--- src/ssd_pkg.sv ---
// shared types and constants for the silence stop detector
`timescale 1ns / 1ps
package ssd_pkg;

	localparam int MAX_FRAME_SAMPLES = 1024;

	localparam int SAMPLE_W   = 16;
	localparam int COUNT_W    = $clog2(MAX_FRAME_SAMPLES + 1);
	localparam int SUM_W      = SAMPLE_W + $clog2(MAX_FRAME_SAMPLES);
	localparam int ENERGY_W   = 16;
	localparam int ITER_W     = $clog2(SUM_W);
	localparam int THR_W      = 16;
	localparam int QUIET_W    = 16;
	localparam int TICK_W     = 24;
	localparam int CFG_IDX_W  = 3;
	localparam int CFG_DATA_W = 24;
	localparam int Q_DEPTH    = 4;
	localparam int Q_PTR_W    = $clog2(Q_DEPTH);
	localparam int Q_CNT_W    = $clog2(Q_DEPTH + 1);

	localparam logic [THR_W-1:0]   THRESHOLD_RST      = THR_W'(50);
	localparam logic [QUIET_W-1:0] SILENT_FRAMES_RST  = QUIET_W'(100);
	localparam logic [TICK_W-1:0]  SILENCE_TIMEOUT_RST = TICK_W'(2000);
	localparam logic [TICK_W-1:0]  MAX_DURATION_RST   = TICK_W'(15000);
	localparam logic [TICK_W-1:0]  DURATION_LIMIT_RST = TICK_W'(0);

	typedef enum logic [1:0] {
		FUNC_START  = 2'd0,
		FUNC_SAMPLE = 2'd1,
		FUNC_TICK   = 2'd2,
		FUNC_NONE   = 2'd3
	} ssd_func_t;

	typedef enum logic [1:0] {
		REASON_NONE    = 2'd0,
		REASON_LIMIT   = 2'd1,
		REASON_MAX     = 2'd2,
		REASON_SILENCE = 2'd3
	} ssd_reason_t;

	typedef enum logic [CFG_IDX_W-1:0] {
		REG_THRESHOLD       = 3'd0,
		REG_SILENT_FRAMES   = 3'd1,
		REG_SILENCE_TIMEOUT = 3'd2,
		REG_MAX_DURATION    = 3'd3,
		REG_DURATION_LIMIT  = 3'd4
	} ssd_reg_t;

	typedef enum logic {
		ST_RUN = 1'b0,
		ST_DIV = 1'b1
	} ssd_state_t;

	// classified request as it sits in the queue
	typedef struct packed {
		ssd_func_t             func;
		logic [SAMPLE_W-1:0]   mag;
		logic                  last;
	} ssd_item_t;

	// result word, recording in the lowest bit
	typedef struct packed {
		logic                  loud;
		logic [ENERGY_W-1:0]   energy;
		logic                  frame_done;
		ssd_reason_t           reason;
		logic                  stop_event;
		logic                  recording;
	} ssd_result_t;

	// handshake with the divide unit
	typedef struct packed {
		logic                  start;
		logic [SUM_W-1:0]      dividend;
		logic [COUNT_W-1:0]    divisor;
	} ssd_div_req_t;

endpackage

--- src/ssd_front.sv ---
// front part: takes requests, classifies them and forms the sample magnitude
`timescale 1ns / 1ps
module ssd_front import ssd_pkg::*; (
	input  logic                clk,
	input  logic                arst_n,
	input  logic                in_valid,
	output logic                in_ready,
	input  logic [1:0]          in_func,
	input  logic [SAMPLE_W-1:0] in_sample,
	input  logic                in_last,
	output logic                push,
	output ssd_item_t           push_item,
	input  logic                q_full
);

	logic      valid_s1;
	ssd_item_t item_s1;
	ssd_item_t item_c;

	always_comb begin
		item_c.func = ssd_func_t'(in_func);
		item_c.last = in_last;
		// two's complement magnitude, -32768 maps to 32768
		item_c.mag  = in_sample[SAMPLE_W-1] ? (~in_sample + 1'b1) : in_sample;
	end

	assign push      = valid_s1 && !q_full;
	assign push_item = item_s1;
	assign in_ready  = !valid_s1 || !q_full;

	always_ff @(posedge clk or negedge arst_n) begin
		if (!arst_n) begin
			valid_s1 <= 1'b0;
		end else if (in_ready) begin
			valid_s1 <= in_valid;
		end
	end

	always_ff @(posedge clk) begin
		if (in_ready && in_valid) begin
			item_s1 <= item_c;
		end
	end

endmodule

--- src/ssd_fifo.sv ---
// short request queue between front and back
`timescale 1ns / 1ps
module ssd_fifo import ssd_pkg::*; (
	input  logic      clk,
	input  logic      arst_n,
	input  logic      push,
	input  ssd_item_t push_item,
	output logic      full,
	input  logic      pop,
	output ssd_item_t pop_item,
	output logic      empty
);

	ssd_item_t            mem_q [Q_DEPTH];
	logic [Q_PTR_W-1:0]   wr_ptr_q;
	logic [Q_PTR_W-1:0]   rd_ptr_q;
	logic [Q_CNT_W-1:0]   count_q;

	assign full     = (count_q == Q_CNT_W'(Q_DEPTH));
	assign empty    = (count_q == '0);
	assign pop_item = mem_q[rd_ptr_q];

	always_ff @(posedge clk or negedge arst_n) begin
		if (!arst_n) begin
			wr_ptr_q <= '0;
			rd_ptr_q <= '0;
			count_q  <= '0;
		end else begin
			if (push) begin
				wr_ptr_q <= wr_ptr_q + 1'b1;
			end
			if (pop) begin
				rd_ptr_q <= rd_ptr_q + 1'b1;
			end
			if (push && !pop) begin
				count_q <= count_q + 1'b1;
			end else if (pop && !push) begin
				count_q <= count_q - 1'b1;
			end
		end
	end

	always_ff @(posedge clk) begin
		if (push) begin
			mem_q[wr_ptr_q] <= push_item;
		end
	end

endmodule

--- src/ssd_div.sv ---
// restoring divider for the frame mean, one quotient bit per cycle
`timescale 1ns / 1ps
module ssd_div import ssd_pkg::*; (
	input  logic                clk,
	input  logic                arst_n,
	input  ssd_div_req_t        req,
	output logic                done,
	output logic [ENERGY_W-1:0] quotient
);

	logic                 run_q;
	logic                 done_q;
	logic [ITER_W-1:0]    iter_q;
	logic [COUNT_W-1:0]   rem_q;
	logic [SUM_W-1:0]     dvd_q;
	logic [COUNT_W-1:0]   dsr_q;
	logic [ENERGY_W-1:0]  quo_q;
	logic [COUNT_W:0]     trial;
	logic [COUNT_W:0]     diff;
	logic                 ge;

	always_comb begin
		trial = {rem_q, dvd_q[SUM_W-1]};
		diff  = trial - {1'b0, dsr_q};
		ge    = (trial >= {1'b0, dsr_q});
	end

	assign done     = done_q;
	assign quotient = quo_q;

	always_ff @(posedge clk or negedge arst_n) begin
		if (!arst_n) begin
			run_q  <= 1'b0;
			done_q <= 1'b0;
			iter_q <= '0;
		end else if (req.start) begin
			run_q  <= 1'b1;
			done_q <= 1'b0;
			iter_q <= ITER_W'(SUM_W - 1);
		end else if (run_q) begin
			iter_q <= iter_q - 1'b1;
			if (iter_q == '0) begin
				run_q  <= 1'b0;
				done_q <= 1'b1;
			end
		end
	end

	// quotient fits the energy width, upper bits shift out as zeros
	always_ff @(posedge clk) begin
		if (req.start) begin
			rem_q <= '0;
			dvd_q <= req.dividend;
			dsr_q <= req.divisor;
			quo_q <= '0;
		end else if (run_q) begin
			rem_q <= ge ? diff[COUNT_W-1:0] : trial[COUNT_W-1:0];
			dvd_q <= {dvd_q[SUM_W-2:0], 1'b0};
			quo_q <= {quo_q[ENERGY_W-2:0], ge};
		end
	end

endmodule

--- src/ssd_back.sv ---
// back part: session state, frame decision, stop rules and result register
`timescale 1ns / 1ps
module ssd_back import ssd_pkg::*; (
	input  logic                  clk,
	input  logic                  arst_n,
	input  logic                  q_empty,
	input  ssd_item_t             item,
	output logic                  pop,
	input  logic                  cfg_valid,
	output logic                  cfg_ready,
	input  logic [CFG_IDX_W-1:0]  cfg_index,
	input  logic [CFG_DATA_W-1:0] cfg_data,
	output logic                  out_valid,
	input  logic                  out_ready,
	output ssd_result_t           out_result
);

	ssd_state_t           state_q, state_d;
	logic                 active_q, active_d;
	logic [SUM_W-1:0]     sum_q, sum_d, sum_n;
	logic [COUNT_W-1:0]   cnt_q, cnt_d, cnt_n;
	logic [QUIET_W-1:0]   quiet_q, quiet_d, quiet_n;
	logic [TICK_W-1:0]    tss_q, tss_d, tss_n;
	logic [TICK_W-1:0]    elapsed_q, elapsed_d, elapsed_n;

	logic [THR_W-1:0]     thr_q;
	logic [QUIET_W-1:0]   req_q;
	logic [TICK_W-1:0]    timeout_q;
	logic [TICK_W-1:0]    max_dur_q;
	logic [TICK_W-1:0]    limit_q;

	logic                 out_valid_q;
	ssd_result_t          out_q;
	ssd_result_t          res;
	logic                 out_load;
	logic                 slot_free;
	logic                 loud;

	ssd_div_req_t         div_req;
	logic                 div_done;
	logic [ENERGY_W-1:0]  div_quo;

	ssd_div u_div (
		.clk      (clk),
		.arst_n   (arst_n),
		.req      (div_req),
		.done     (div_done),
		.quotient (div_quo)
	);

	assign cfg_ready  = 1'b1;
	assign out_valid  = out_valid_q;
	assign out_result = out_q;
	assign slot_free  = !out_valid_q || out_ready;

	always_comb begin
		sum_n     = sum_q + SUM_W'(item.mag);
		cnt_n     = cnt_q + 1'b1;
		quiet_n   = (quiet_q == '1) ? quiet_q : quiet_q + 1'b1;
		tss_n     = (tss_q == '1) ? tss_q : tss_q + 1'b1;
		elapsed_n = (elapsed_q == '1) ? elapsed_q : elapsed_q + 1'b1;
		loud      = (div_quo > thr_q);
	end

	always_comb begin
		state_d          = state_q;
		active_d         = active_q;
		sum_d            = sum_q;
		cnt_d            = cnt_q;
		quiet_d          = quiet_q;
		tss_d            = tss_q;
		elapsed_d        = elapsed_q;
		pop              = 1'b0;
		out_load         = 1'b0;
		res              = '0;
		div_req.start    = 1'b0;
		div_req.dividend = sum_n;
		div_req.divisor  = cnt_n;
		case (state_q)
			ST_RUN: begin
				if (!q_empty && slot_free) begin
					pop      = 1'b1;
					out_load = 1'b1;
					case (item.func)
						FUNC_START: begin
							if (!active_q) begin
								active_d  = 1'b1;
								sum_d     = '0;
								cnt_d     = '0;
								quiet_d   = '0;
								tss_d     = '0;
								elapsed_d = '0;
							end
							res.recording = 1'b1;
						end
						FUNC_SAMPLE: begin
							if (active_q) begin
								res.recording = 1'b1;
								if (item.last || cnt_n >= COUNT_W'(MAX_FRAME_SAMPLES)) begin
									// result goes out once the mean is known
									sum_d         = '0;
									cnt_d         = '0;
									div_req.start = 1'b1;
									out_load      = 1'b0;
									state_d       = ST_DIV;
								end else begin
									sum_d = sum_n;
									cnt_d = cnt_n;
								end
							end
						end
						FUNC_TICK: begin
							if (active_q) begin
								elapsed_d = elapsed_n;
								tss_d     = tss_n;
								if (limit_q != '0 && elapsed_n >= limit_q) begin
									res.stop_event = 1'b1;
									res.reason     = REASON_LIMIT;
									active_d       = 1'b0;
									sum_d          = '0;
									cnt_d          = '0;
								end else if (elapsed_n >= max_dur_q) begin
									res.stop_event = 1'b1;
									res.reason     = REASON_MAX;
									active_d       = 1'b0;
									sum_d          = '0;
									cnt_d          = '0;
								end else begin
									res.recording = 1'b1;
								end
							end
						end
						default: begin
							res.recording = active_q;
						end
					endcase
				end
			end
			ST_DIV: begin
				if (div_done && slot_free) begin
					out_load       = 1'b1;
					state_d        = ST_RUN;
					res.frame_done = 1'b1;
					res.energy     = div_quo;
					res.loud       = loud;
					res.recording  = 1'b1;
					if (loud) begin
						quiet_d = '0;
						tss_d   = '0;
					end else begin
						quiet_d = quiet_n;
						if (quiet_n >= req_q && tss_q >= timeout_q) begin
							res.stop_event = 1'b1;
							res.reason     = REASON_SILENCE;
							res.recording  = 1'b0;
							active_d       = 1'b0;
						end
					end
				end
			end
			default: begin
				state_d = ST_RUN;
			end
		endcase
	end

	always_ff @(posedge clk or negedge arst_n) begin
		if (!arst_n) begin
			state_q <= ST_RUN;
		end else begin
			state_q <= state_d;
		end
	end

	always_ff @(posedge clk or negedge arst_n) begin
		if (!arst_n) begin
			active_q  <= 1'b0;
			sum_q     <= '0;
			cnt_q     <= '0;
			quiet_q   <= '0;
			tss_q     <= '0;
			elapsed_q <= '0;
		end else begin
			active_q  <= active_d;
			sum_q     <= sum_d;
			cnt_q     <= cnt_d;
			quiet_q   <= quiet_d;
			tss_q     <= tss_d;
			elapsed_q <= elapsed_d;
		end
	end

	always_ff @(posedge clk or negedge arst_n) begin
		if (!arst_n) begin
			thr_q     <= THRESHOLD_RST;
			req_q     <= SILENT_FRAMES_RST;
			timeout_q <= SILENCE_TIMEOUT_RST;
			max_dur_q <= MAX_DURATION_RST;
			limit_q   <= DURATION_LIMIT_RST;
		end else if (cfg_valid) begin
			case (ssd_reg_t'(cfg_index))
				REG_THRESHOLD:       thr_q     <= cfg_data[THR_W-1:0];
				REG_SILENT_FRAMES:   req_q     <= cfg_data[QUIET_W-1:0];
				REG_SILENCE_TIMEOUT: timeout_q <= cfg_data[TICK_W-1:0];
				REG_MAX_DURATION:    max_dur_q <= cfg_data[TICK_W-1:0];
				REG_DURATION_LIMIT:  limit_q   <= cfg_data[TICK_W-1:0];
				default: ;
			endcase
		end
	end

	always_ff @(posedge clk or negedge arst_n) begin
		if (!arst_n) begin
			out_valid_q <= 1'b0;
		end else if (out_load) begin
			out_valid_q <= 1'b1;
		end else if (out_ready) begin
			out_valid_q <= 1'b0;
		end
	end

	always_ff @(posedge clk) begin
		if (out_load) begin
			out_q <= res;
		end
	end

	// a frame under division belongs to a live session with a cleared accumulator
	assert property (@(posedge clk) disable iff (!arst_n)
		(state_q == ST_DIV) |-> active_q)
		else $error("division pending while not recording");

	assert property (@(posedge clk) disable iff (!arst_n)
		(state_q == ST_DIV) |-> (sum_q == '0 && cnt_q == '0))
		else $error("accumulator not cleared during division");

	// a full frame is always closed, never left at the bound
	assert property (@(posedge clk) disable iff (!arst_n)
		cnt_q < COUNT_W'(MAX_FRAME_SAMPLES))
		else $error("frame count reached the bound");

	assert property (@(posedge clk) disable iff (!arst_n)
		!active_q |-> (cnt_q == '0 && sum_q == '0))
		else $error("partial frame kept while idle");

endmodule

--- src/silence_stop_detector.sv ---
// top level of the silence stop detector
//
//  channel  signals                         payload
//  s_       s_tvalid s_tready               s_tuser func, s_tdata sample, s_tlast last_in_frame
//  m_       m_tvalid m_tready               m_tdata result word
//  cfg_     cfg_valid cfg_ready             cfg_index register, cfg_data value
//
// start, tick and non-closing samples are answered in the back part without the divider
// a frame-closing sample gets its result once the bit-serial divider has the frame mean
// the front keeps taking requests into a 4-deep queue, until it is full, while the back divides or the output stalls
// arst_n clears the session, the counters and the queue and loads the register defaults
`timescale 1ns / 1ps
module silence_stop_detector import ssd_pkg::*; (
	input  logic                  clk,
	input  logic                  arst_n,
	input  logic                  s_tvalid,
	output logic                  s_tready,
	input  logic [SAMPLE_W-1:0]   s_tdata,   // [15:0] sample
	input  logic [1:0]            s_tuser,   // [1:0] func
	input  logic                  s_tlast,
	output logic                  m_tvalid,
	input  logic                  m_tready,
	output logic [23:0]           m_tdata,   // [0] recording, [1] stop_event, [3:2] stop_reason,
	                                         // [4] frame_done, [20:5] frame_energy, [21] frame_loud
	input  logic                  cfg_valid,
	output logic                  cfg_ready,
	input  logic [CFG_IDX_W-1:0]  cfg_index,
	input  logic [CFG_DATA_W-1:0] cfg_data
);

	logic        push;
	ssd_item_t   push_item;
	logic        q_full;
	logic        pop;
	ssd_item_t   pop_item;
	logic        q_empty;
	ssd_result_t result;

	ssd_front u_front (
		.clk       (clk),
		.arst_n    (arst_n),
		.in_valid  (s_tvalid),
		.in_ready  (s_tready),
		.in_func   (s_tuser),
		.in_sample (s_tdata),
		.in_last   (s_tlast),
		.push      (push),
		.push_item (push_item),
		.q_full    (q_full)
	);

	ssd_fifo u_fifo (
		.clk       (clk),
		.arst_n    (arst_n),
		.push      (push),
		.push_item (push_item),
		.full      (q_full),
		.pop       (pop),
		.pop_item  (pop_item),
		.empty     (q_empty)
	);

	ssd_back u_back (
		.clk        (clk),
		.arst_n     (arst_n),
		.q_empty    (q_empty),
		.item       (pop_item),
		.pop        (pop),
		.cfg_valid  (cfg_valid),
		.cfg_ready  (cfg_ready),
		.cfg_index  (cfg_index),
		.cfg_data   (cfg_data),
		.out_valid  (m_tvalid),
		.out_ready  (m_tready),
		.out_result (result)
	);

	assign m_tdata = {2'b00, result};

endmodule

--- config.mk ---
export PLATFORM = sky130hd
export DESIGN_NAME = silence_stop_detector
export DESIGN_NICKNAME = d
export VERILOG_FILES = /design/src/ssd_pkg.sv /design/src/ssd_front.sv /design/src/ssd_fifo.sv /design/src/ssd_div.sv /design/src/ssd_back.sv /design/src/silence_stop_detector.sv
export SDC_FILE = /design/constraint.sdc
export NUM_CORES = 1
export LEC_CHECK = 0
export BUFFER_PORTS_ARGS = -buffer_cell sky130_fd_sc_hd__clkbuf_2
export CORE_MARGIN = 2
export CORE_UTILIZATION = 63
export CTS_BUF_LIST = sky130_fd_sc_hd__clkbuf_16
export CTS_CLUSTER_DIAMETER = 40
export CTS_CLUSTER_SIZE = 24
export DETAILED_ROUTE_END_ITERATION = 10
export GPL_TIMING_DRIVEN = 0
export HOLD_SLACK_MARGIN = 0.05
export PLACE_DENSITY = 0.82
export SETUP_SLACK_MARGIN = 0.5
export SYNTH_ARGS = -nofsm -noshare
export SYNTH_HDL_FRONTEND = slang
export SYNTH_SLANG_ARGS = --single-unit
--- constraint.sdc ---
create_clock -name clk -period 5.41 [get_ports clk]
set_clock_uncertainty 0.05 [all_clocks]
set_input_delay 1.082 -clock clk [delete_from_list [all_inputs] [get_ports clk]]
set_output_delay 1.082 -clock clk [all_outputs]
set_load 0.01 [all_outputs]
==> metrics.md <==
| Metric | Value |
|---|---|
| Outcome | `complete, no violations` |
| PortBufs | `74` |
| R2R Setup Slk | `around 670 ps` |
| Die Span Y | `187 µm` |
| Total gr overflow | `0` |
| FF+latch count, synth | `404` |
| Total power | `roughly 12 mW` |
| Worst skew pair latency | `590 ps` |
| Final Wtd Congestion | `0.921` |
| Synthesis-to-layout area growth | `13.0%` |
| Initial antenna violation count | `0` |
| CP peak stage delay | `640 ps` |
| Crit path arrival time | `5150 ps` |
| CTS hold repair buffers | `0` |
| Drt first pass iters | `5` |
| Ant. Diodes | `0` |
| Pwr dens | `just over 500 nW/µm²` |
| Final Max Tran Viols | `0` |
| Final setup TNS | `0 ps` |
| Iter 0 DRT Violations | `1235` |
| Vias in the first global route | `15500` |
| Max FO, Critical Path | `10` |
| Worst hold-check path type | `reg -> reg` |
| Htree depth | `2` |
| CP Cell Sequence | `nand4_1, or4_4, o2111ai_4, nor2_2, and3_1, nand3_1, xnor2_1, ha_1, nand4_1, nor3_2, a221oi_1, o21ai_1, o21ai_1, and3_1, buf_2, clkbuf_4, a22o_1` |
| Nets | `2294` |
| P_leak | `10.6 nW` |
| CTS tree | `yes` |
| Dominant synthesized flop cell | `dfrtp_1` |
| Clock Sinks | `404` |
| DP HPWL | `roughly 34 mm` |
| Fraction of layout cells with a size suffix above 1 | `0.141` |
| Final setup viols | `0` |
| Final Util | `0.717` |
| F_max | `0.211 GHz` |
| List of most frequent post-synthesis cells | `nand2_1, dfrtp_1, o21ai_0, edfxtp_1, ha_1` |
| Ys async rst share | `0.552` |
| Clock-pin slew on the worst setup and hold paths | `~60 ps` |
| Measured slew at the worst slew-check pin | `roughly 1200 ps` |
| Inserted Clock Buffers | `50` |
| Routed via count | `approximately 16000` |
| Fill cells | `between 2000 and 2500` |
| Sequential share of the synthesized area | `0.510` |
| Cells after synthesis | `1966` |
| Mapped cell area | `21100 µm²` |
| WP buf/inv | `2` |
| Critical path class | `reg -> reg` |
| Die X | `187 µm` |
| Synth Warn # | `0` |
| Rel. slew slack | `0.179` |
| Min Tclk post-route | `4740 ps` |
| Final Cycle Share | `0.877` |
| Max VDD drop | `approximately 0.36 mV` |
| RSZ-0062 raised after global routing | `false` |
| Global-route usage over all layers | `0.278` |
| Largest net degree at the start of global routing | `98` |
| Required @ worst endpoint | `approximately 5800 ps` |
| Row cnt | `67` |
| Final hold vios | `0` |
| Initial Util | `0.634` |
| Hold_ws | `440 ps` |
| Post-synth EDFFs | `154` |
| I/O pin count | `78` |
| First-pass GRT wire length | `78.6 mm` |
| Max-cap violations | `0` |
| Via/cell ratio | `6.12` |
| Cell with the most instances after synthesis | `nand2_1` |
| Syn Area/Cell | `10.7 µm²` |
| Per-cell routed wire length | `18.7 µm` |
| Drt total wl | `a little under 50 mm` |
| Drt drc | `0` |
| Crit path max-delay cell type | `or4_4` |
| Clk buf depth | `3` |
| Ranking of synthesized cells by area | `dfrtp_1, edfxtp_1, ha_1` |
| Root Buffer | `clkbuf_16` |
| ANT nets after route | `0` |
| Worst setup SP type | `flop` |
| Core Area | `33300 µm²` |
| Yosys top cell by area | `dfrtp_1` |
| Synth cell types | `91` |
| Die Area | `35000 µm²` |
| Top Family by Delay on Critical Path | `simple AND/OR/NAND/NOR gates` |
| Synth top area share | `0.242` |
| Crit end category | `flop` |
==> logic make-up (layout without fill, tap and decap cells) <==
group | count (synthesis) | count (layout) | share of synthesized area
xor+xnor | 95 | 95 | 0.0394
mux | 80 | 80 | 0.0514
compound gates | 460 | 460 | 0.139
buf+inv | 211 | 383 | 0.0398
other cells | 2 | 3 | 0.000356
flops | 404 | 404 | 0.510
fa+ha+maj | 146 | 146 | 0.0876
simple gates | 568 | 568 | 0.133
==> registers in the layout (all words and copies together), names as in the netlist, 3 cells and up <==
| signal | flops |
|---|---|
| u_back.cnt_q | 11 |
| u_back.u_div.rem_q | 11 |
| u_back.timeout_q | 24 |
| u_back.u_div.iter_q | 5 |
| u_back.out_result | 22 |
| u_back.u_div.dvd_q | 26 |
| u_fifo.count_q | 3 |
| u_back.u_div.dsr_q | 11 |
| u_back.elapsed_q | 24 |
| u_back.req_q | 16 |
| u_back.u_div.quotient | 16 |
| u_back.thr_q | 16 |
| u_front.push_item | 19 |
| u_back.max_dur_q | 24 |
| u_fifo.mem_q | 76 |
| u_back.quiet_q | 16 |
| u_back.limit_q | 24 |
| u_back.tss_q | 24 |
| u_back.sum_q | 26 |
==> metrics by stage <==
| stage | worst slack [ps] | instances | area (µm²) |
|---|---|---|---|
| 6_report | 668 | 2587 | 23900 |
| 5_1_grt | 470 | 2587 | 23900 |
| 4_1_cts | 510 | 2585 | 23800 |
| 3_5_place_dp | 497 | 2491 | 22100 |
| 3_3_place_gp | -1300 | 2489 | 22000 |
| 2_1_floorplan | 1330 | 1967 | 21100 |
==> cells in the final DEF, fill, tap and decap left out, types with 29 or more instances in the layout <==
cell       instances
a21o_1            31
nand3_1           46
a22o_1            38
and2_1            29
mux2_2            37
nand4_1           37
edfxtp_1         154
a21oi_1           84
xnor2_1           68
o21ai_0          183
clkbuf_16         50
ha_1             143
dfrtp_1          204
clkbuf_2          74
clkbuf_1          39
nand2_1          208
nor2_1           100
inv_1            139
==> final timing paths <==
check	from	end	depth (start not counted)
worst min register to register	u_front.push_item[14]$_DFFE_PP_	u_fifo.mem_q[0][14]$_DFFE_PP_	0
worst min-delay path	u_front.push_item[14]$_DFFE_PP_	u_fifo.mem_q[0][14]$_DFFE_PP_	0
max in group asynchronous	arst_n	u_back.max_dur_q[3]$_DFFE_PN1P_	3
min in group asynchronous	arst_n	u_back.cnt_q[9]$_DFFE_PN0P_	1
worst max-delay path	u_back.elapsed_q[20]$_DFFE_PN0P_	u_back.cnt_q[8]$_DFFE_PN0P_	17
worst max register to register	u_back.elapsed_q[20]$_DFFE_PN0P_	u_back.cnt_q[8]$_DFFE_PN0P_	17
==> final cells by class <==
type	count	area, µm²	share of cell area
Buffer	70	319	0.0134
Clock buffer	50	1250	0.0525
Clock inverter	44	425	0.0178
Inverter	141	529	0.0222
Multi-Input combinational cell	1352	9550	0.400
Sequential cell	404	10800	0.451
Tap cell	448	561	0.0235
Timing Repair Buffer	78	449	0.0188
==> power breakdown <==
| group | internal [mW] | switching [mW] | leakage [nW] |
|---|---|---|---|
| registers | 4.14 | 0.437 | 4.54 |
| logic | 1.69 | 2.61 | 5.27 |
| clock network | 1.89 | 1.42 | 0.818 |
==> repair_timing <==
| action | CTS | global route |
|---|---|---|
| resized for setup | 2 | 11 |
| pin swaps | 0 | 3 |
| setup buffers | 0 | 2 |
| endpoints found under the setup margin | 20 | 49 |
==> metal layers <==
metal,GRT usage,share of wire
met3,0.0407,0.069
met1,0.377,0.42
met2,0.452,0.48
met4,0.116,0.034
met5,0,0
Note: power is estimated with default switching activity, not from simulation.
